### src/rtl/psh_pkg.sv
// Shared types, constants and hash helpers for the prefix subtree hasher.
package psh_pkg;

    localparam logic [63:0] FNV_BASIS    = 64'hcbf29ce484222325;
    // The FNV prime is 2^40 + 0x1b3, so a product is a shift plus a narrow multiply.
    localparam logic [8:0]  FNV_PRIME_LO = 9'h1b3;
    localparam logic [63:0] GOLDEN       = 64'h9e3779b97f4a7c15;
    localparam logic signed [15:0] UNARY_FROM = 16'sd10;
    localparam logic [6:0]  SIZE_SAT     = 7'd127;

    localparam int QDEPTH = 4;
    localparam int QAW    = 2;

    typedef struct packed {
        logic [63:0] hash;
        logic [1:0]  kids;
        logic        new_expr;
        logic [15:0] expr_id;
        logic [5:0]  position;
    } t_job;

    typedef enum logic [1:0] {
        S_IDLE,
        S_CHILD,
        S_MIX,
        S_DONE
    } t_back_state;

    function automatic logic [63:0] fnv_mul(input logic [63:0] h);
        logic [63:0] lo;
        lo = h * {55'd0, FNV_PRIME_LO};
        return {h[23:0], 40'd0} + lo;
    endfunction

    function automatic logic [63:0] mix_child(input logic [63:0] h, input logic [63:0] c);
        return h ^ (c + GOLDEN + {h[57:0], 6'd0} + {2'd0, h[63:2]});
    endfunction

endpackage

### src/rtl/psh_queue.sv
// Short FIFO of classified jobs between the hashing front and the stack engine.
module psh_queue
    import psh_pkg::*;
(
    input  logic i_clk,
    input  logic i_rst_n,
    input  logic i_push_valid,
    output logic o_push_ready,
    input  t_job i_job,
    output logic o_pop_valid,
    input  logic i_pop_ready,
    output t_job o_job
);

    t_job           r_mem [QDEPTH];
    logic [QAW-1:0] r_wp;
    logic [QAW-1:0] r_rp;
    logic [QAW:0]   r_cnt;

    logic push;
    logic pop;

    assign o_push_ready = (r_cnt != (QAW+1)'(QDEPTH));
    assign o_pop_valid  = (r_cnt != '0);
    assign o_job        = r_mem[r_rp];
    assign push = i_push_valid && o_push_ready;
    assign pop  = o_pop_valid && i_pop_ready;

    always_ff @(posedge i_clk) begin
        if (!i_rst_n) begin
            r_wp  <= '0;
            r_rp  <= '0;
            r_cnt <= '0;
        end else begin
            if (push) begin
                r_wp <= r_wp + 1'b1;
            end
            if (pop) begin
                r_rp <= r_rp + 1'b1;
            end
            if (push && !pop) begin
                r_cnt <= r_cnt + 1'b1;
            end else if (pop && !push) begin
                r_cnt <= r_cnt - 1'b1;
            end
        end
    end

    always_ff @(posedge i_clk) begin
        if (push) begin
            r_mem[r_wp] <= i_job;
        end
    end

    a_cnt_bound: assert property (@(posedge i_clk) disable iff (!i_rst_n)
        r_cnt <= (QAW+1)'(QDEPTH))
        else $error("job queue count out of range");

endmodule

### config.mk
export PLATFORM = sky130hd
export DESIGN_NAME = psh_queue
export DESIGN_NICKNAME = d
export VERILOG_FILES = /design/src/rtl/psh_pkg.sv /design/src/rtl/psh_queue.sv
export SDC_FILE = /design/constraint.sdc
export NUM_CORES = 1
export LEC_CHECK = 0
export BUFFER_PORTS_ARGS = -buffer_cell sky130_fd_sc_hd__buf_4
export CAP_MARGIN = 20
export CELL_PAD_IN_SITES_DETAIL_PLACEMENT = 1
export CELL_PAD_IN_SITES_GLOBAL_PLACEMENT = 1
export CORE_MARGIN = 2
export CORE_UTILIZATION = 54
export CTS_BUF_LIST = sky130_fd_sc_hd__clkbuf_16
export CTS_CLUSTER_DIAMETER = 120
export DETAILED_ROUTE_END_ITERATION = 10
export PLACE_DENSITY = 0.88
export SLEW_MARGIN = 25
export SYNTH_ARGS = -nofsm -noshare
export SYNTH_HDL_FRONTEND = slang
export SYNTH_SLANG_ARGS = --single-unit
### constraint.sdc
create_clock -name i_clk -period 10.5 [get_ports i_clk]
set_input_delay 1.05 -clock i_clk [delete_from_list [all_inputs] [get_ports i_clk]]
set_output_delay 1.05 -clock i_clk [all_outputs]
set_load 0.02 [all_outputs]
==> impl_metrics.json <==
{
  "status": "finished, final reports clean",
  "drive_above_1_share": 0.461,
  "first_global_vias": 6776,
  "rrSetupSlack_ns": 7.78,
  "drtIter0Drc": 410,
  "htreeDepth": 2,
  "synthCells": 513,
  "cts_resized": 0,
  "maxSlewViolCount": 0,
  "fmax_mhz": 250,
  "die_w_um": 161,
  "dp_hpwl_mm": 16.5,
  "cts-buffers-inserted": 38,
  "fin_skew_ns": 0.0163,
  "clk_latency_ns": 0.51,
  "ctsHoldBuffers": 0,
  "io_buffers": 183,
  "criticalPathCategory": "reg -> out",
  "finalHoldViolCount": 0,
  "grt_usage": 0.216,
  "hold_slack_ns": 0.506,
  "syn_nets": 612,
  "dr.pass1.iters": 5,
  "ys_top_cells_by_area": "edfxtp_1 (80%), mux4_2 (15%), dfxtp_1 (1.4%)",
  "grt.overflow.total": 0,
  "drv_cap": 0,
  "pin_count": 184,
  "die_y_um": 161,
  "reg2reg_to": "r_mem[0][46]",
  "rows": 57,
  "routed_via_density": 5.60,
  "synth_top_area_share": 0.804,
  "cp_max_fo": 48,
  "most-common-layout-cells": "edfxtp_1 (356), buf_4 (188), mux4_2 (89), clkbuf_16 (41), clkinv_2 (13)",
  "initial_core_util": 0.548,
  "grt_pass1_wl_mm": 41.4,
  "min_period_ns": 4.00,
  "place.gp.congestion": 0.684,
  "path_cells": "buf_6 -> mux4_2 -> buf_4",
  "p_leak_uw": 0.00550,
  "synth.ff_latch_count": 365,
  "syn-cell-area_um2": 13300,
  "nets": 820,
  "grt_max_degree": 58,
  "tritoncts": "yes",
  "final_util": 0.671,
  "core_um2": 24200,
  "instances_no_fill": 1073,
  "synthToLayoutAreaGrowth_pct": 22.4,
  "worst_pin_slew_ns": 0.914,
  "worstHoldEndpoint": "r_wp[0]",
  "grt_setup_unrepaired": "no",
  "antenna_cells": 0,
  "cpPeakStageDelay_ns": 0.89,
  "dp_cells": 1005,
  "holdPathStages": 2,
  "slew_headroom": 0.390,
  "antenna_found_initial": 0,
  "setup_violations": 0,
  "required_ns": 9.45,
  "cts_root_buf": "clkbuf_16",
  "p_per_area_nw_per_um2": 262,
  "num-fill-cells": 1905,
  "synth_seq_area_share": 0.818,
  "clock_path_buffers": 3,
  "avgSynthCellArea_um2": 25.9,
  "cp.arrival_ns": 2.95,
  "wirelength_mm": 26.9,
  "vias": 6006,
  "drc_errors": 0,
  "dieArea_um2": 25900,
  "ir_worst_vdd_mv": 0.163,
  "rr_worst_depth": 4,
  "ant_nets": 0,
  "synthDistinctLibCells": 24,
  "cts.sinks": 365,
  "layout_commonest_cell": "edfxtp_1",
  "crit_path_end_kind": "primary output",
  "wl_per_cell_um": 25.1,
  "hold_class": "reg -> reg",
  "cpMaxStageDelayCell": "dfxtp_4",
  "timing.rr.start": "r_cnt[0]",
  "yosysTopAreaCell": "edfxtp_1",
  "tns_ns": 0,
  "hp-start": "r_wp[0]",
  "cts.clk_slew.worst_paths_ns": 0.06,
  "post_cts_buffers": 0,
  "ys_warn_count": 0,
  "finalCritPeriodShare": 0.381,
  "worst_setup_path_start_kind": "register"
}
==> per-layer routing <==
layer	vias up	part of all wire	GRT usage	routed length, um
met1	3141	0.39	0.276	10400
met4	0	0.024	0.0682	651
met2	203	0.52	0.369	14100
li1	2609	-	-	-
met5	-	0	0	0
met3	53	0.065	0.0537	1750
==> cells by family (layout without fill, tap and decap cells) <==
group                      after synthesis  in the layout  synth area share
muxes                                   92             92             0.153
and+or+nand+nor                         17             17           0.00687
adders and majority gates                6              6           0.00621
xor gates and xnor gates                 4              4           0.00264
buffers and inverters                   24            260            0.0104
DFF                                    365            365             0.818
AOI/OAI and AO/OA                        5              5           0.00301
==> critical path: cells and delay by family (launching register included) <==
| kind | cells | cell delay, ns |
|---|---|---|
| flops | 1 | 0.89 |
| buf+inv | 2 | 0.81 |
| mux | 1 | 0.62 |
==> worst max path at each step <==
stage	to	slack, ns	depth (start not counted)
finish	o_job[24]	6.50	3
global route	o_job[37]	6.24	3
CTS	o_job[37]	6.11	3
detailed placement	o_job[37]	6.66	3
global placement	o_job[1]	6.67	3
floorplan	r_mem[0][0]	6.61	2
==> Yosys cell counts <==
master and number:
edfxtp_1 356, mux4_2 89, buf_2 10, dfxtp_1 9, and2_1 8, clkbuf_1 8
ha_1 5, nand2_1 5, inv_1 3, mux2i_1 3, xnor2_1 3, or3_1 2
a21boi_0 1, a21boi_2 1, buf_12 1, buf_6 1, buf_8 1, fa_1 1
nor2_1 1, nor2b_1 1, o21ai_0 1, o311ai_0 1, o31ai_1 1, xor2_1 1
==> per-stage QoR <==
stage	setup WS (ns)	power, uW	instance area (um2)
2_1_floorplan	6.61	2560	13300
3_3_place_gp	6.67	2930	15000
3_5_place_dp	6.66	2980	15000
4_1_cts	6.11	4320	16300
6_report	6.50	4260	16300
5_1_grt	6.24	4420	16300
==> sequential cells by signal (all words and copies together), names as in the netlist, named ones only <==
| name | count |
|---|---|
| r_rp | 2 |
| r_mem | 356 |
| r_cnt | 3 |
| r_wp | 2 |
==> where the power goes <==
group          internal, uW  switching, uW  total, uW
logic                   509            550       1060
clock network           803            524       1330
registers              1770           98.5       1870
==> cell type report <==
class	count	area, um2	area share
flip-flops and latches	365	10900	0.669
repair buffers	189	1420	0.0874
inverters	3	11.3	0.000692
clock buffers	41	1030	0.0631
well taps	324	405	0.0249
clock inverters	27	233	0.0143
multi-input cells	124	2290	0.141
Note: power is estimated with default switching activity, not from simulation.
