[src/rtl/psh_pkg.sv]
// Shared types, constants and hash helpers for the prefix subtree hasher.
package psh_pkg;

    localparam logic [63:0] FNV_BASIS    = 64'hcbf29ce484222325;
    // The FNV prime is 2^40 + 0x1b3, so a product is a shift plus a narrow multiply.
    localparam logic [8:0]  FNV_PRIME_LO = 9'h1b3;
    localparam logic [63:0] GOLDEN       = 64'h9e3779b97f4a7c15;
    localparam logic signed [15:0] UNARY_FROM = 16'sd10;
    localparam logic [6:0]  SIZE_SAT     = 7'd127;

    localparam int QDEPTH = 4;
    localparam int QAW    = 2;

    typedef struct packed {
        logic [63:0] hash;
        logic [1:0]  kids;
        logic        new_expr;
        logic [15:0] expr_id;
        logic [5:0]  position;
    } t_job;

    typedef enum logic [1:0] {
        S_IDLE,
        S_CHILD,
        S_MIX,
        S_DONE
    } t_back_state;

    function automatic logic [63:0] fnv_mul(input logic [63:0] h);
        logic [63:0] lo;
        lo = h * {55'd0, FNV_PRIME_LO};
        return {h[23:0], 40'd0} + lo;
    endfunction

    function automatic logic [63:0] mix_child(input logic [63:0] h, input logic [63:0] c);
        return h ^ (c + GOLDEN + {h[57:0], 6'd0} + {2'd0, h[63:2]});
    endfunction

endpackage

[src/rtl/psh_back.sv]
// Stack engine: pops children, folds their hashes and sizes, pushes the new subtree.
module psh_back
    import psh_pkg::*;
#(
    parameter int MAX_LEN = 64
)
(
    input  logic        i_clk,
    input  logic        i_rst_n,
    input  logic        i_job_valid,
    output logic        o_job_ready,
    input  t_job        i_job,
    input  logic [6:0]  i_min_size,
    output logic        o_valid,
    input  logic        i_ready,
    output logic [15:0] o_out_expr_id,
    output logic [5:0]  o_out_position,
    output logic [6:0]  o_subtree_size,
    output logic [63:0] o_subtree_hash,
    output logic        o_is_candidate,
    output logic        o_overflow
);

    localparam int AW = (MAX_LEN > 1) ? $clog2(MAX_LEN) : 1;
    localparam int CW = $clog2(MAX_LEN + 1);

    logic [6:0]  r_size_mem [MAX_LEN];
    logic [63:0] r_hash_mem [MAX_LEN];

    t_back_state r_state;
    t_back_state n_state;
    logic [CW-1:0] r_count;
    logic [1:0]    r_kids;
    logic [63:0]   r_hash;
    logic [7:0]    r_size;
    logic [15:0]   r_eid;
    logic [5:0]    r_pos;
    logic [6:0]    r_rd_size;
    logic [63:0]   r_rd_hash;
    logic          r_ov;
    logic [15:0]   r_o_eid;
    logic [5:0]    r_o_pos;
    logic [6:0]    r_o_size;
    logic [63:0]   r_o_hash;
    logic          r_o_cand;
    logic          r_o_over;

    logic          pop;
    logic          rd_en;
    logic          out_load;
    logic          room;
    logic [6:0]    fin_size;
    logic          fin_over;
    logic [AW-1:0] rd_addr;
    logic [AW-1:0] wr_addr;

    assign room     = (r_count < CW'(MAX_LEN));
    assign fin_size = (r_size > {1'b0, SIZE_SAT}) ? SIZE_SAT : r_size[6:0];
    assign fin_over = (int'(r_size) > MAX_LEN) || !room;
    assign rd_addr  = AW'(r_count - 1'b1);
    assign wr_addr  = AW'(r_count);
    assign o_job_ready = pop;

    always_comb begin
        n_state  = r_state;
        pop      = 1'b0;
        rd_en    = 1'b0;
        out_load = 1'b0;
        unique case (r_state)
            S_IDLE: begin
                if (i_job_valid) begin
                    pop     = 1'b1;
                    n_state = S_CHILD;
                end
            end
            S_CHILD: begin
                if (r_kids != 2'd0 && r_count != '0) begin
                    rd_en   = 1'b1;
                    n_state = S_MIX;
                end else begin
                    n_state = S_DONE;
                end
            end
            S_MIX: begin
                n_state = S_CHILD;
            end
            S_DONE: begin
                if (!r_ov || i_ready) begin
                    out_load = 1'b1;
                    n_state  = S_IDLE;
                end
            end
            default: begin
                n_state = S_IDLE;
            end
        endcase
    end

    always_ff @(posedge i_clk) begin
        if (!i_rst_n) begin
            r_state <= S_IDLE;
            r_count <= '0;
            r_ov    <= 1'b0;
        end else begin
            r_state <= n_state;
            if (pop && i_job.new_expr) begin
                r_count <= '0;
            end else if (rd_en) begin
                r_count <= r_count - 1'b1;
            end else if (out_load && room) begin
                r_count <= r_count + 1'b1;
            end
            if (out_load) begin
                r_ov <= 1'b1;
            end else if (i_ready) begin
                r_ov <= 1'b0;
            end
        end
    end

    always_ff @(posedge i_clk) begin
        if (pop) begin
            r_hash <= i_job.hash;
            r_size <= 8'd1;
            r_kids <= i_job.kids;
            r_eid  <= i_job.expr_id;
            r_pos  <= i_job.position;
        end else if (rd_en) begin
            r_kids <= r_kids - 1'b1;
        end else if (r_state == S_MIX) begin
            r_hash <= mix_child(r_hash, r_rd_hash);
            r_size <= r_size + {1'b0, r_rd_size};
        end
        if (out_load) begin
            r_o_eid  <= r_eid;
            r_o_pos  <= r_pos;
            r_o_size <= fin_size;
            r_o_hash <= r_hash;
            r_o_cand <= (fin_size >= i_min_size);
            r_o_over <= fin_over;
        end
    end

    // Stack memory: one write port, one registered read port.
    always_ff @(posedge i_clk) begin
        if (out_load && room) begin
            r_size_mem[wr_addr] <= fin_size;
            r_hash_mem[wr_addr] <= r_hash;
        end
        r_rd_size <= r_size_mem[rd_addr];
        r_rd_hash <= r_hash_mem[rd_addr];
    end

    assign o_valid        = r_ov;
    assign o_out_expr_id  = r_o_eid;
    assign o_out_position = r_o_pos;
    assign o_subtree_size = r_o_size;
    assign o_subtree_hash = r_o_hash;
    assign o_is_candidate = r_o_cand;
    assign o_overflow     = r_o_over;

    a_count_bound: assert property (@(posedge i_clk) disable iff (!i_rst_n)
        r_count <= CW'(MAX_LEN))
        else $error("stack count beyond depth");

    a_mix_after_read: assert property (@(posedge i_clk) disable iff (!i_rst_n)
        (r_state == S_MIX) |-> ($past(r_state) == S_CHILD))
        else $error("child fold without a stack read");

    a_size_nonzero: assert property (@(posedge i_clk) disable iff (!i_rst_n)
        o_valid |-> (o_subtree_size != 7'd0))
        else $error("result with empty subtree");

endmodule

[config.mk]
export PLATFORM = sky130hd
export DESIGN_NAME = psh_back
export DESIGN_NICKNAME = d
export VERILOG_FILES = /design/src/rtl/psh_pkg.sv /design/src/rtl/psh_back.sv
export SDC_FILE = /design/constraint.sdc
export NUM_CORES = 2
export LEC_CHECK = 0
export BUFFER_PORTS_ARGS = -buffer_cell sky130_fd_sc_hd__buf_4
export CAP_MARGIN = 0
export CORE_ASPECT_RATIO = 1.25
export CORE_MARGIN = 3
export CORE_UTILIZATION = 29
export CTS_BUF_LIST = sky130_fd_sc_hd__clkbuf_2 sky130_fd_sc_hd__clkbuf_4 sky130_fd_sc_hd__clkbuf_8
export DETAILED_ROUTE_END_ITERATION = 7
export HOLD_SLACK_MARGIN = 0.03
export PLACE_DENSITY = 0.48
export SLEW_MARGIN = 0
export SYNTH_ARGS = -nofsm -noshare
export SYNTH_HDL_FRONTEND = slang
export SYNTH_MEMORY_MAX_BITS = 65536
export SYNTH_SLANG_ARGS = --single-unit
export TNS_END_PERCENT = 5
[constraint.sdc]
create_clock -name i_clk -period 5.6 [get_ports i_clk]
set_clock_uncertainty 0.15 [all_clocks]
set_input_delay 1.12 -clock i_clk [delete_from_list [all_inputs] [get_ports i_clk]]
set_output_delay 1.12 -clock i_clk [all_outputs]
set_load 0.02 [all_outputs]
==> impl_metrics.ini <==
[run_status]
status = completed

[logic_synthesis]
synth_xor_area_frac = 0.00629
synth_fa_ha_area_frac = 0.0160
syn_avg_cell_area_um2 = 23.5
synthesis.nets = 8309
synth.area.top_cells = edfxtp_1 (76%), mux4_2 (18%), ha_1 (0.99%), dfxtp_1 (0.95%), fa_1 (0.62%)
synth_edf_count = 4727
synth_mux_area_frac = 0.179
ys_seq_area_frac = 0.765
synth_simple_gate_area_share = 0.00947
yosysTopAreaCell = edfxtp_1
synth_compound_area_frac = 0.0105
synth_seq_cells = 4816
yosysUniqueCellTypes = 75
syn_area_mm2 = 0.188
synth.top_cell.area_share = 0.756
synthArstFlopShare = 0
syn_inst = 8003
synth_ff_type = edfxtp_1
ys_warn_count = 0
synth_top_family_by_area = multiplexers

[setup_path]
cp-end-kind = register
cp-start-kind = register
crit_type = register to register
critPathArrivalTime_ps = 5800
path_max_fanout = 67
cp.required_ps = 6570

[floorplanning]
die_y_um = 906
initial_utilization = 0.292
rows = 329
dieArea_mm2 = 0.658
fp.dieW_um = 726
coreArea_mm2 = 0.644
ios = 197

[cts]
cts_buffers = 758
worstSkewPairLatency_ps = 1310
cts.repair.resized = 0
post_cts_buffers = 0
cts_buffer_depth = 4
cts_sinks = 4816
root_buffer = clkbuf_8
clkTransAtPathRegs_ps = 70
tritoncts = yes
htree_levels = 6

[drt]
dr.pass1.iters = 8
drc = 0
ant_nets = 0
wire_per_inst_um = 33.9
routed_wl_mm = 620
first_iter_violations = 11225
num_vias = 92647
via_per_inst = 5.07

[final_layout]
drive_above_1_share = 0.352
fin_nets = 9343
multi_input_comb_area_mm2 = 0.0421
regArea_mm2 = 0.144
areaGrowthSynthToFinish_pct = 17.4
nFillCells = 59844
instances_no_fill = 18289

[global_route]
grt_pass1_wl_mm = 837
track_usage = 0.184
grt_pass1_vias = 96184
grt_max_degree = 102
grt_antenna_before_repair = 36
grt_overflow = 0

[power]
leakage_uw = 0.0676
p_clk_frac = 0.257
p_switching_uw = 40800
vdd_ir_drop_max_v = 0.000604
netSwitchingFraction = 0.343
p_int_uw = 78100
seq_power_share = 0.394
comb_power_share = 0.349
powerDensity_mw_per_mm2 = 539

[sta]
slew_headroom = 0.219
final.setup.worst_slack_ps = 774
whs_ps = 159
rsz0062_at_grt = no
worst_slew_pin_slew_ps = 1170
setup_violations = 0
period_needed_ps = 4830
hold_viol = 0
slew_viol_final = 0
fmax_mhz = 207
finalCritPeriodShare = 0.862

[run]
max_cap_violations = 0

[hold_path]
holdCritPathClass = input port to register

[placed_design]
pre_cts_slack_ps = 772
gp_congestion = 0.861
portBuffers = 196
placed_cells = 16826
post-dp-hpwl_mm = 344
critical path: stages (launching register included):
cell	delay [ps]
edfxtp_1	370
buf_4	530
ha_1	350
ha_1	280
ha_1	350
a21o_1	200
a21oi_1	260
a31oi_1	240
a211oi_1	790
o211a_1	430
or3_1	190
o31a_1	170
nor3b_1	240
nor3_2	70
routing by layer:
layer / vias to the layer above / GRT usage / share of wire
li1: 36184 / - / -
met1: 51720 / 0.247 / 0.41
met2: 3853 / 0.315 / 0.50
met3: 888 / 0.0273 / 0.062
met4: 2 / 0.0456 / 0.025
met5: - / 0 / 0.000013
stage by stage:
step,power [µW],utilization,cell area (µm²),TNS (ps)
detailed placement,88800,0.318,205000,0
global route,124000,0.343,221000,0
global placement,88500,0.318,205000,0
finish,119000,0.343,221000,0
CTS,120000,0.343,221000,0
floorplan,75200,-,188000,-377090
cells in the mapped netlist, drive strengths merged, types with 3 or more instances:
library cell and count:
nand2 88, inv 248, o211ai 4, and3 11
nor3 10, or3 6, nand3 22, a31oi 11
fa 58, clkbuf 241, nand2b 12, edfxtp 4727
or3b 3, and2 4, a221o 3, nor2 176
o31ai 3, dfxtp 89, o21a 7, a21o 41
xnor2 101, o21bai 17, a211oi 5, o31a 3
a221oi 4, xor2 34, nor4 4, buf 154
o21ai 52, a211o 4, nand3b 3, or2 8
a21oi 139, ha 148, mux4 1491, nand4 30
nor2b 4
cells in the final DEF (no fill, tap or decap), types with 88 or more instances in the layout:
cell / n
a21oi_1: 138
buf_12: 199
buf_4: 413
clkbuf_4: 241
clkbuf_8: 783
clkinv_1: 191
clkinv_2: 94
dfxtp_1: 88
edfxtp_1: 4727
ha_1: 147
inv_1: 244
mux4_2: 1491
nor2_1: 112
xnor2_1: 98
power groups by stage:
| stage | clock [µW] | combinational, µW | sequential (µW) |
|---|---|---|---|
| 6_report | 30600 | 41500 | 46800 |
| 4_1_cts | 31300 | 41600 | 46800 |
| 3_3_place_gp | 0 | 41000 | 47500 |
| 3_5_place_dp | 0 | 41300 | 47500 |
| 5_1_grt | 32800 | 44800 | 46800 |
| 2_1_floorplan | 0 | 25400 | 49800 |
registers in the layout (all words and copies together), names as in the netlist, 8 cells and up:
name,cells
r_hash_mem,4096
o_out_expr_id,16
r_rd_hash,64
r_hash,64
o_subtree_hash,64
r_size_mem,448
r_size,8
r_eid,16
worst paths after layout:
kind,start,endpoint,slack (ps),cells past startpoint
worst max-delay path,r_hash[7]$_DFFE_PP_,r_hash[61]$_DFFE_PP_,770,13
worst min-delay path,i_job[26],r_hash[1]$_DFFE_PP_,160,3
worst max register to register,r_hash[7]$_DFFE_PP_,r_hash[61]$_DFFE_PP_,770,13
worst min register to register,r_pos[1]$_DFFE_PP_,o_out_position[1]$_DFFE_PP_,260,0
logic make-up after synthesis:
group | after synthesis
AOI/OAI and AO/OA | 320
xor gates and xnor gates | 135
adders and majority gates | 206
buffers and inverters | 643
DFF | 4816
muxes | 1493
and+or+nand+nor | 390
cell type report:
class | instances | share of cell area
clock buffer | 1024 | 0.0571
timing repair buffer | 669 | 0.0347
antenna | 16 | 0.000182
inverter | 248 | 0.00427
tap | 8606 | 0.0488
clock inverter | 366 | 0.0124
sequential | 4816 | 0.652
multi-input combinational | 2544 | 0.191
timing repair:
| item | 4_1_cts | 5_1_grt |
|---|---|---|
| hold endpoints to repair | 62 | 0 |
| hold buffers | 57 | 0 |
| setup endpoints to repair | 0 | 0 |
Note: power is estimated with default switching activity, not from simulation.
