File: config.mk
export PLATFORM = sky130hd
export DESIGN_NAME = psh_front
export DESIGN_NICKNAME = d
export VERILOG_FILES = /design/src/rtl/psh_pkg.sv /design/src/rtl/psh_front.sv
export SDC_FILE = /design/constraint.sdc
export NUM_CORES = 1
export LEC_CHECK = 0
export BUFFER_PORTS_ARGS = -buffer_cell sky130_fd_sc_hd__buf_2
export CORE_MARGIN = 5
export CORE_UTILIZATION = 31
export DETAILED_ROUTE_END_ITERATION = 16
export GPL_ROUTABILITY_DRIVEN = 1
export PLACE_DENSITY = 0.46
export SLEW_MARGIN = 20
export SYNTH_ARGS = -nofsm -noshare
export SYNTH_HDL_FRONTEND = slang
export SYNTH_SLANG_ARGS = --single-unit
export TNS_END_PERCENT = 10
File: constraint.sdc
create_clock -name i_clk -period 5.7 [get_ports i_clk]
set_input_delay 0.855 -clock i_clk [delete_from_list [all_inputs] [get_ports i_clk]]
set_output_delay 0.855 -clock i_clk [all_outputs]
set_load 0.1 [all_outputs]
File: src/rtl/psh_pkg.sv
// Shared types, constants and hash helpers for the prefix subtree hasher.
package psh_pkg;

    localparam logic [63:0] FNV_BASIS    = 64'hcbf29ce484222325;
    // The FNV prime is 2^40 + 0x1b3, so a product is a shift plus a narrow multiply.
    localparam logic [8:0]  FNV_PRIME_LO = 9'h1b3;
    localparam logic [63:0] GOLDEN       = 64'h9e3779b97f4a7c15;
    localparam logic signed [15:0] UNARY_FROM = 16'sd10;
    localparam logic [6:0]  SIZE_SAT     = 7'd127;

    localparam int QDEPTH = 4;
    localparam int QAW    = 2;

    typedef struct packed {
        logic [63:0] hash;
        logic [1:0]  kids;
        logic        new_expr;
        logic [15:0] expr_id;
        logic [5:0]  position;
    } t_job;

    typedef enum logic [1:0] {
        S_IDLE,
        S_CHILD,
        S_MIX,
        S_DONE
    } t_back_state;

    function automatic logic [63:0] fnv_mul(input logic [63:0] h);
        logic [63:0] lo;
        lo = h * {55'd0, FNV_PRIME_LO};
        return {h[23:0], 40'd0} + lo;
    endfunction

    function automatic logic [63:0] mix_child(input logic [63:0] h, input logic [63:0] c);
        return h ^ (c + GOLDEN + {h[57:0], 6'd0} + {2'd0, h[63:2]});
    endfunction

endpackage

File: src/rtl/psh_front.sv
// Input stage: takes tokens, runs the two FNV-1a rounds and classifies the arity.
module psh_front
    import psh_pkg::*;
(
    input  logic               i_clk,
    input  logic               i_rst_n,
    input  logic               i_valid,
    output logic               o_ready,
    input  logic signed [15:0] i_token_code,
    input  logic [63:0]        i_value_bits,
    input  logic [5:0]         i_position,
    input  logic [15:0]        i_expr_id,
    input  logic               i_new_expr,
    output logic               o_job_valid,
    input  logic               i_job_ready,
    output t_job               o_job
);

    logic        r_v1;
    logic [63:0] r_h1;
    logic [63:0] r_vbits1;
    logic [1:0]  r_kids1;
    logic        r_new1;
    logic [15:0] r_eid1;
    logic [5:0]  r_pos1;
    logic        r_v2;
    t_job        r_job;

    logic        take1;
    logic        take2;
    logic [63:0] n_h1;
    logic [1:0]  n_kids;

    assign take2 = !r_v2 || i_job_ready;
    assign take1 = !r_v1 || take2;
    assign o_ready = take1;
    assign o_job_valid = r_v2;
    assign o_job = r_job;

    always_comb begin
        n_h1 = fnv_mul(FNV_BASIS ^ {{48{i_token_code[15]}}, i_token_code});
        if (i_token_code > 16'sd0) begin
            n_kids = (i_token_code < UNARY_FROM) ? 2'd2 : 2'd1;
        end else begin
            n_kids = 2'd0;
        end
    end

    always_ff @(posedge i_clk) begin
        if (!i_rst_n) begin
            r_v1 <= 1'b0;
            r_v2 <= 1'b0;
        end else begin
            if (take1) begin
                r_v1 <= i_valid;
            end
            if (take2) begin
                r_v2 <= r_v1;
            end
        end
    end

    always_ff @(posedge i_clk) begin
        if (take1) begin
            r_h1     <= n_h1;
            r_vbits1 <= i_value_bits;
            r_kids1  <= n_kids;
            r_new1   <= i_new_expr;
            r_eid1   <= i_expr_id;
            r_pos1   <= i_position;
        end
        if (take2) begin
            r_job.hash     <= fnv_mul(r_h1 ^ r_vbits1);
            r_job.kids     <= r_kids1;
            r_job.new_expr <= r_new1;
            r_job.expr_id  <= r_eid1;
            r_job.position <= r_pos1;
        end
    end

    a_stage2_holds: assert property (@(posedge i_clk) disable iff (!i_rst_n)
        (r_v2 && !i_job_ready) |=> r_v2)
        else $error("front stage two lost a stalled item");

endmodule

==> results of run 1 <==
critical path: stages, from the launching register on:
cell       delay (ns)
edfxtp_1         0.41
buf_6            0.17
xor2_2           0.19
ha_2             0.33
inv_1            0.09
fa_1             0.50
inv_1            0.06
fa_1             0.49
fa_1             0.55
ha_4             0.22
ha_4             0.29
nand4_2          0.14
or3_1            0.37
or3_4            0.36
a21oi_4          0.25
a2111oi_4        0.13
o41ai_2          0.46
a221o_1          0.27
a31oi_1          0.11
xnor2_1          0.13
final cells by class:
cell class,instances,area [µm²],area share
multi-input cells,1228,14400,0.504
clock inverters,22,262,0.00914
well taps,959,1200,0.0419
inverters,524,1970,0.0689
flip-flops and latches,228,6830,0.239
repair buffers,491,3200,0.112
clock buffers,32,737,0.0258
cells in the final DEF (no fill, tap or decap), types with 6 or more instances in the layout:
cell and n:
a21o_1 52, a21oi_1 71, a21oi_2 12, a31oi_1 9
and2_1 8, and3_1 9, buf_2 197, buf_4 291
clkbuf_16 29, clkinv_1 8, edfxtp_1 226, fa_1 279
ha_1 259, ha_4 20, inv_1 518, nand2_1 50
nand3_1 19, nand4_1 10, nor2_1 29, nor2b_1 9
o21a_1 13, o21ai_0 37, o21ai_1 8, o21bai_1 17
xnor2_1 81, xnor2_2 6, xor2_1 110, xor2_2 15
state kept, by name (all words and copies together), names as in the netlist:
register	cells
r_kids1	2
r_new1	1
o_job	89
r_pos1	6
r_v1	1
r_vbits1	64
r_h1	48
o_job_valid	1
r_eid1	16
per-layer routing:
| layer | routed length (µm) | up-vias |
|---|---|---|
| li1 | - | 7453 |
| met1 | 28700 | 7094 |
| met2 | 27800 | 173 |
| met3 | 2090 | 46 |
| met4 | 795 | 0 |
| met5 | 0 | - |
metrics by stage:
stage                     cell area, µm²  hold WS (ns)
after floorplan                    22700         0.400
after global placement             26900         0.400
after detailed placement           26900         0.405
after CTS                          28100         0.368
after global routing               28600         0.374
final                              28600         0.418
worst paths after layout:
kind,to,slack [ns],start
max,o_job[85],-0.04,r_h1[62]
min,o_job[1],0.42,r_pos1[1]
max reg2reg,o_job[85],-0.04,r_h1[62]
min reg2reg,o_job[1],0.42,r_pos1[1]
repair_timing:
item                                    4_1_cts  5_1_grt
buffers inserted                              2       14
gates resized for setup                      26       73
endpoints found under the setup margin       16       23
endpoints found under the hold margin         0        0
pin swaps                                    11       23
kinds of logic (layout without fill, tap and decap cells):
logic type,Yosys count,in the layout,share of synthesized area
buffers and inverters,544,1069,0.0905
AO/OA/AOI/OAI,282,282,0.0830
adder cells (fa/ha/maj),564,564,0.404
XOR/XNOR,214,214,0.0833
multiplexers,1,1,0.000442
AND/OR/NAND/NOR,167,167,0.0376
flip-flops,228,228,0.301
==> key figures, run 1 <==
Timing
  • Final-report setup violation count: 2
  • Clk_skew: 0.0405 ns
  • Slew Viols, Final: 0
  • Relative slew slack: 0.377
  • Crit path time final: 5.74 ns
  • Unrepaired setup endpoints after global routing: true
  • Setup TNS: -0.0635 ns
  • Setup ws final: -0.0366 ns
  • Worst slew pin tran: 0.934 ns
  • Final Cycle Share: 1.01
  • Fmax: 174 MHz
  • Fin. Hold Viols: 0

Global routing
  • Gr ovfl total: 0
  • Largest net degree at the start of global routing: 72
  • Initial antenna violation count: 0
  • Met3 global-route usage: 0.0176
  • Vias in the first global route: 16.5k
  • Met2 usage: 0.249
  • First-pass GRT wire length: 93.2 mm
  • Total GRT Usage: 0.150
  • Grt peak-use layer: met2
  • Met1 usage: 0.216

Route
  • TritonRoute pass-1 iters: 4
  • WL per Instance: 17.0 µm
  • DRC: 0
  • Final WL: 59.3 mm
  • Avg Vias per Cell: 4.24
  • Initial DRC Count: 558
  • Routed Antenna Nets: 0
  • Via count: 14.8k

Finish
  • Fin cells: 3484
  • Nets: 3173
  • Share of cells above drive strength 1: 0.251
  • Syn-to-layout area delta: 26.2%
  • Final core occ: 0.393
  • Antenna diodes: 0
  • Fillers: 7148

Synth
  • Post-Syn Nets: 2671
  • Top_reg_cell synth: edfxtp_1
  • Post-Syn Instances: 2000
  • Syn Area/Cell: 11.3 µm²
  • Synthesized area: 0.0227 mm²
  • Area leader, netlist: edfxtp_1
  • Yosys reg bits: 228
  • Top cells by count, synth: inv_1 (524), ha_1 (284), fa_1 (280), edfxtp_1 (226), xor2_1 (126)
  • Most common cell in the netlist: inv_1
  • Top post-synthesis cells by area: edfxtp_1 (30%), fa_1 (25%), ha_1 (16%)
  • Synth top area share: 0.299
  • Distinct cells, synth: 72
  • Yosys warns: 0
  • Post-synthesis sequential area ratio: 0.301
  • Ys async rst share: 0
  • Number of synthesized flops with an enable pin: 226

Die
  • Top-Level Pins: 198
  • Core Box Area: 0.0727 mm²
  • Starting Density: 0.312
  • Die Wd: 280 µm
  • Die Y: 280 µm
  • Die area: 0.0786 mm²
  • FP Rows: 99

Worst setup path
  • Critical path arrival: 6.09 ns
  • Required time worst endpoint: 6.05 ns
  • Crit path max fanout: 7
  • Critical path endpoint category: flip-flop
  • Startpoint types: flip-flop
  • Worst Reg-to-Reg Cells: 19
  • Worst setup path category: reg -> reg

Clock tree
  • CTS Hold Bufs: 0
  • Worst skew pair latency: 0.60 ns
  • Clock Sinks: 228
  • Clock transition at the registers of the reported paths: 0.06 ns
  • CTS tree: yes
  • CTS Buf Count: 29
  • CTS root buffer: clkbuf_16
  • H-tree depth: 1
  • Clock Tree Buf Depth: 3

Placement
  • GP Congestion: 0.888
  • Placed Cells: 3415
  • IO buf count: 197
  • Post-Place Worst Slack: -0.310 ns
  • Post-DP HPWL: 51.7 mm

Outcome
  • Status: complete, but fails checks
  • Failing checks: setup timing

Worst hold path
  • Hold Crit Depth: 0
  • Class of the worst hold path: reg -> reg

Run
  • MaxCap Viol Count: 0
Power of run 1 is not shown: default switching activity piles up to over one toggle a cycle in this logic, so the estimate is an artifact.
==> inputs of run 2 (changes only) <==
--- a/config.mk
+++ b/config.mk
@@ -8,9 +8,10 @@
 export BUFFER_PORTS_ARGS = -buffer_cell sky130_fd_sc_hd__buf_2
 export CORE_MARGIN = 5
 export CORE_UTILIZATION = 31
+export CTS_BUF_LIST = sky130_fd_sc_hd__clkbuf_4 sky130_fd_sc_hd__clkbuf_8
 export DETAILED_ROUTE_END_ITERATION = 16
 export GPL_ROUTABILITY_DRIVEN = 1
-export PLACE_DENSITY = 0.46
+export PLACE_DENSITY = 0.44
 export SLEW_MARGIN = 20
 export SYNTH_ARGS = -nofsm -noshare
 export SYNTH_HDL_FRONTEND = slang
==> constraint.sdc (replaced) <==
create_clock -name i_clk -period 6 [get_ports i_clk]
set_input_delay 0.9 -clock i_clk [delete_from_list [all_inputs] [get_ports i_clk]]
set_output_delay 0.9 -clock i_clk [all_outputs]
set_load 0.05 [all_outputs]
==> run 2 against run 1 <==
  * The run now ends clean
  * Final area is 4.3% lower
  * Critical endpoint is now o_job[87]
  * Cell count shrank 3.1%
  * Largest cell class unchanged
  * Core utilization shrank 1.7 points
==> key figures, run 2 (synthesized netlist as in run 1, its figures left out) <==
Outcome
  • Status: finished, final reports clean

Clock tree
  • Clock transition at the registers of the reported paths: 0.06 ns
  • CTS tree: yes
  • CTS root buffer: clkbuf_8
  • Clock Tree Buf Depth: 3
  • Worst skew pair latency: 0.66 ns
  • Clock Sinks: 228
  • CTS Buf Count: 47
  • H-tree depth: 2

Finish
  • Fillers: 7176
  • Share of cells above drive strength 1: 0.207
  • Nets: 3048
  • Commonest non-fill, non-tap cells in the layout: inv_1 (521), fa_1 (280), ha_1 (270)
  • Final core occ: 0.377
  • Commonest non-fill, non-tap cell in the layout: inv_1
  • Fin cells: 3376
  • Syn-to-layout area delta: 20.8%
  • Max reg flops: 89

Timing
  • Unrepaired setup endpoints after global routing: true
  • Worst slew pin tran: 0.892 ns
  • Setup ws final: 0.180 ns
  • Relative slew slack: 0.405
  • Final-report setup violation count: 0
  • Slew Viols, Final: 0
  • Fmax: 172 MHz
  • Clk_skew: 0.0713 ns
  • Fin. Hold Viols: 0
  • Final Cycle Share: 0.970
  • Crit path time final: 5.82 ns

Worst setup path
  • Worst Reg-to-Reg Cells: 19
  • Worst setup path category: reg -> reg
  • Cell Chain, Critical Path: xor2_1, buf_4, ha_1, inv_1, fa_1, inv_1, fa_1, fa_1, ha_1, ha_4, nand4_2, or3_1, or3_4, a21oi_4, a311o_2, a211oi_4, or4_4, a41oi_2, xor2_1
  • Most used cell, CP: fa_1
  • CP max-delay cell: fa_1
  • Required time worst endpoint: 6.41 ns
  • Critical path endpoint category: flip-flop
  • Critical path arrival: 6.23 ns
  • Crit path max fanout: 4
  • Critical path's largest stage delay: 0.55 ns
  • Startpoint types: flip-flop

Global routing
  • Vias in the first global route: 16.4k
  • Gr ovfl total: 0
  • Largest net degree at the start of global routing: 67
  • Total GRT Usage: 0.154
  • First-pass GRT wire length: 94.4 mm
  • Initial antenna violation count: 2

Placement
  • IO buf count: 197
  • Post-Place Worst Slack: -0.196 ns
  • Post-DP HPWL: 51.7 mm
  • GP Congestion: 0.869
  • Placed Cells: 3277

Die
  • Die area: 0.0786 mm²
  • Core Box Area: 0.0727 mm²
  • Die Wd: 280 µm
  • Starting Density: 0.312
  • Top-Level Pins: 198
  • FP Rows: 99
  • Die Y: 280 µm

Worst hold path
  • Class of the worst hold path: in -> reg
  • Hold Crit Depth: 1

Route
  • DRC: 0
  • Avg Vias per Cell: 4.35
  • Via count: 14.7k
  • Initial DRC Count: 662
  • TritonRoute pass-1 iters: 4
  • Final WL: 59.8 mm
  • WL per Instance: 17.7 µm
  • Routed Antenna Nets: 0

Run
  • MaxCap Viol Count: 0
==> run 2: changes by cell type in the layout (fill, tap and decap cells not counted), moves of 6 or more <==
cell,change
buf_4,-140
clkbuf_16,-29
clkbuf_4,+10
clkbuf_8,+50
clkinv_2,+6
ha_1,+11
ha_4,-9
xor2_1,+10
xor2_2,-9
==> run 2: worst paths after layout <==
kind | slack (ns) | startpoint | end
worst max-delay path | 0.18 | r_vbits1[25] | o_job[87]
worst min-delay path | 0.41 | i_value_bits[62] | r_vbits1[62]
worst max register to register | 0.18 | r_vbits1[25] | o_job[87]
worst min register to register | 0.42 | r_pos1[3] | o_job[3]
==> run 2: layout make-up <==
class	count	area, µm²	area share
multi-input combinational	1228	14200	0.519
sequential	228	6830	0.249
antenna	1	2.50	0.0000914
clock buffer	60	763	0.0279
clock inverter	28	280	0.0102
timing repair buffer	348	2120	0.0774
inverter	524	1970	0.0719
tap	959	1200	0.0438
==> run 2: metrics by stage <==
step,setup TNS (ns),hold slack (ns),instance area [µm²]
3_5_place_dp,-1.18,0.405,25800
2_1_floorplan,0,0.400,22700
6_report,0,0.407,27400
4_1_cts,-0.0105,0.318,26900
5_1_grt,-0.0419,0.347,27400
3_3_place_gp,-1.12,0.401,25800
==> run 2: what timing repair did <==
| action | 4_1_cts | 5_1_grt |
|---|---|---|
| pin swaps | 3 | 22 |
| endpoints found under the setup margin | 10 | 19 |
| setup buffers | 0 | 10 |
| hold buffers | 0 | 0 |
| hold endpoints to repair | 0 | 0 |
| gates resized for setup | 7 | 59 |
==> run 2: per-layer routing <==
layer / up-vias / GRT usage / part of all wire / wire length [µm]
met5: - / 0 / 0 / 0
met4: 0 / 0.0345 / 0.021 / 1270
met3: 77 / 0.0203 / 0.033 / 1960
met2: 240 / 0.252 / 0.46 / 27700
met1: 7156 / 0.220 / 0.48 / 28900
li1: 7225 / - / - / -
==> run 2: worst max-delay path, delay by kind of cell (launching register included) <==
family | cells | cell delay (ns)
flip-flops | 1 | 0.49
buffers and inverters | 3 | 0.31
AND/OR/NAND/NOR | 4 | 1.28
AO/OA/AOI/OAI | 4 | 0.83
XOR/XNOR | 2 | 0.30
adder cells (fa/ha/maj) | 6 | 2.37
Power of run 2 is left out for the same reason.
==> inputs of run 3 (changes only) <==
--- a/config.mk
+++ b/config.mk
@@ -5,6 +5,7 @@
 export SDC_FILE = /design/constraint.sdc
 export NUM_CORES = 1
 export LEC_CHECK = 0
+export ABC_AREA = 1
 export BUFFER_PORTS_ARGS = -buffer_cell sky130_fd_sc_hd__buf_2
 export CORE_MARGIN = 5
 export CORE_UTILIZATION = 31
==> run 3 against run 2 <==
  * Cell count is 24% higher
  * Clock-buffer cell count shrank 8
  * Via count is 25% higher
  * Final area is 4.5% higher
  * Sequential share of layout area decreased by 1.1 points
  * Clock skew is 0.013 ns lower
  * Worst hold slack better by 0.011 ns
  * Flip-flop and latch count is the same
  * Global-route usage grew 3.0 points
==> key figures, run 3 <==
Worst setup path
  • Critical Path Sink: o_job[71]
  • Startpoint types: flip-flop
  • CP Buf/Inv Count: 2
  • Reg-to-reg setup timing slack: 0.25 ns
  • CP max-delay cell: edfxtp_1
  • Worst Setup SP: r_h1[61]
  • Crit path max-delay family: adder cells
  • Cell Chain, Critical Path: xor2_1, ha_1, xor2_1, ha_1, o21bai_1, fa_1, fa_1, inv_1, fa_1, inv_1, ha_1, nand2_1, nor2_1, nand2_1, nor2_1, nand3_1, nand4_1, nand2_1
  • Crit path max fanout: 8
  • Worst path depth: 18
  • Critical path endpoint category: flip-flop
  • Required time worst endpoint: 6.34 ns
  • Critical path's largest stage delay: 0.58 ns
  • FF-to-FF End: o_job[71]
  • Worst Reg-to-Reg Cells: 18
  • Worst setup path category: reg -> reg
  • Critical path arrival: 6.08 ns
  • Reg-to-Reg Start: r_h1[61]

Synth
  • Ys async rst share: 0
  • Yosys reg bits: 228
  • Syn Area/Cell: 8.96 µm²
  • Yosys warns: 0
  • Area leader, netlist: edfxtp_1
  • Distinct cells, synth: 37
  • Top_reg_cell synth: edfxtp_1
  • Top cells by count, synth: inv_1 (802), nand2_1 (548), ha_1 (284), fa_1 (280), edfxtp_1 (226)
  • Number of synthesized flops with an enable pin: 226
  • Top post-synthesis cells by area: edfxtp_1 (27%), fa_1 (22%), ha_1 (14%)
  • Post-synthesis sequential area ratio: 0.271
  • Most common cell in the netlist: inv_1
  • Post-Syn Nets: 3479
  • Synthesized area: 0.0252 mm²
  • Post-Syn Instances: 2808
  • Synth top area share: 0.270

Timing
  • WHS: 0.418 ns
  • Final-report setup violation count: 0
  • Fin. Hold Viols: 0
  • Slew Viols, Final: 0
  • Worst slew pin tran: 0.862 ns
  • Final Cycle Share: 0.958
  • Fmax: 174 MHz
  • Clk_skew: 0.0583 ns
  • Crit path time final: 5.75 ns
  • Relative slew slack: 0.425
  • Unrepaired setup endpoints after global routing: true
  • Setup ws final: 0.255 ns

Route
  • DRC: 0
  • Avg Vias per Cell: 4.38
  • Routed Antenna Nets: 0
  • WL per Instance: 19.1 µm
  • TritonRoute pass-1 iters: 5
  • Initial DRC Count: 827
  • Via count: 18.3k
  • Final WL: 79.9 mm

Global routing
  • Gr ovfl total: 0
  • Initial antenna violation count: 2
  • Total GRT Usage: 0.184
  • First-pass GRT wire length: 121 mm
  • Vias in the first global route: 19.9k
  • Largest net degree at the start of global routing: 64

Finish
  • Max reg flops: 89
  • Fin cells: 4180
  • Commonest non-fill, non-tap cells in the layout: inv_1 (802), nand2_1 (547), ha_1 (284)
  • Nets: 3758
  • Commonest non-fill, non-tap cell in the layout: inv_1
  • Final core occ: 0.355
  • Share of cells above drive strength 1: 0.114
  • Syn-to-layout area delta: 13.8%

Run
  • MaxCap Viol Count: 0

Placement
  • Post-DP HPWL: 71.5 mm
  • Placed Cells: 4094
  • IO buf count: 197
  • GP Congestion: 0.943
  • Post-Place Worst Slack: 0.121 ns

Clock tree
  • CTS Buf Count: 42
  • CTS tree: yes
  • Clock Tree Buf Depth: 3
  • Clock Sinks: 228
  • Worst skew pair latency: 0.64 ns
  • H-tree depth: 2
  • Clock transition at the registers of the reported paths: 0.06 ns
  • CTS root buffer: clkbuf_8

Die
  • Top-Level Pins: 198
  • FP Rows: 104
  • Die Wd: 295 µm
  • Starting Density: 0.312
  • Die Y: 295 µm
  • Core Box Area: 0.0805 mm²
  • Die area: 0.0869 mm²

Outcome
  • Status: finished, final reports clean

Worst hold path
  • Class of the worst hold path: reg -> reg
run 3: how the worst min path moves through the flow:
stage	start	cells past startpoint	endpoint
6_report	r_pos1[3]	0	o_job[3]
5_1_grt	i_value_bits[31]	1	r_vbits1[31]
4_1_cts	i_value_bits[31]	1	r_vbits1[31]
3_5_place_dp	r_eid1[8]	0	o_job[14]
3_3_place_gp	r_pos1[4]	0	o_job[4]
2_1_floorplan	r_pos1[0]	0	o_job[0]
run 3: layer usage:
layer	part of all wire	wire (µm)	GRT usage
met1	0.45	35800	0.241
met2	0.49	38800	0.321
met3	0.032	2550	0.0213
met4	0.034	2690	0.0566
met5	0	0	0
run 3: final cells by class:
cell class / instances / area [µm²]
antenna: 2 / 5.00
clock buffer: 52 / 653
clock inverter: 23 / 189
fill: 8368 / 51900
inverter: 803 / 3010
multi-input combinational: 1774 / 15300
sequential: 228 / 6830
tap: 1060 / 1330
timing repair buffer: 238 / 1290
run 3: cells by family after synthesis:
family	share of synthesized area
xor+xnor	0.0588
flops	0.271
fa+ha+maj	0.364
compound gates	0.0416
simple gates	0.143
buf+inv	0.121
run 3: worst register-to-register path: cells and delay by family, from the launching register on:
family                   cells  cell delay, ns
adder cells (fa/ha/maj)      6            2.57
XOR/XNOR                     2            0.57
AND/OR/NAND/NOR              7            1.42
AO/OA/AOI/OAI                1            0.20
flip-flops                   1            0.58
buffers and inverters        2            0.11
run 3: per-stage QoR:
step	TNS [ns]	cell area, µm²
after floorplan	0	25200
after detailed placement	0	27700
after global routing	-0.0310	28600
final	0	28600
after global placement	0	27700
after CTS	0	28500
run 3: timing repair:
action,in CTS,in global routing
setup endpoints to repair,0,9
resized for setup,0,1
hold buffers,0,0
setup buffers,0,9
Power of run 3 is left out for the same reason.
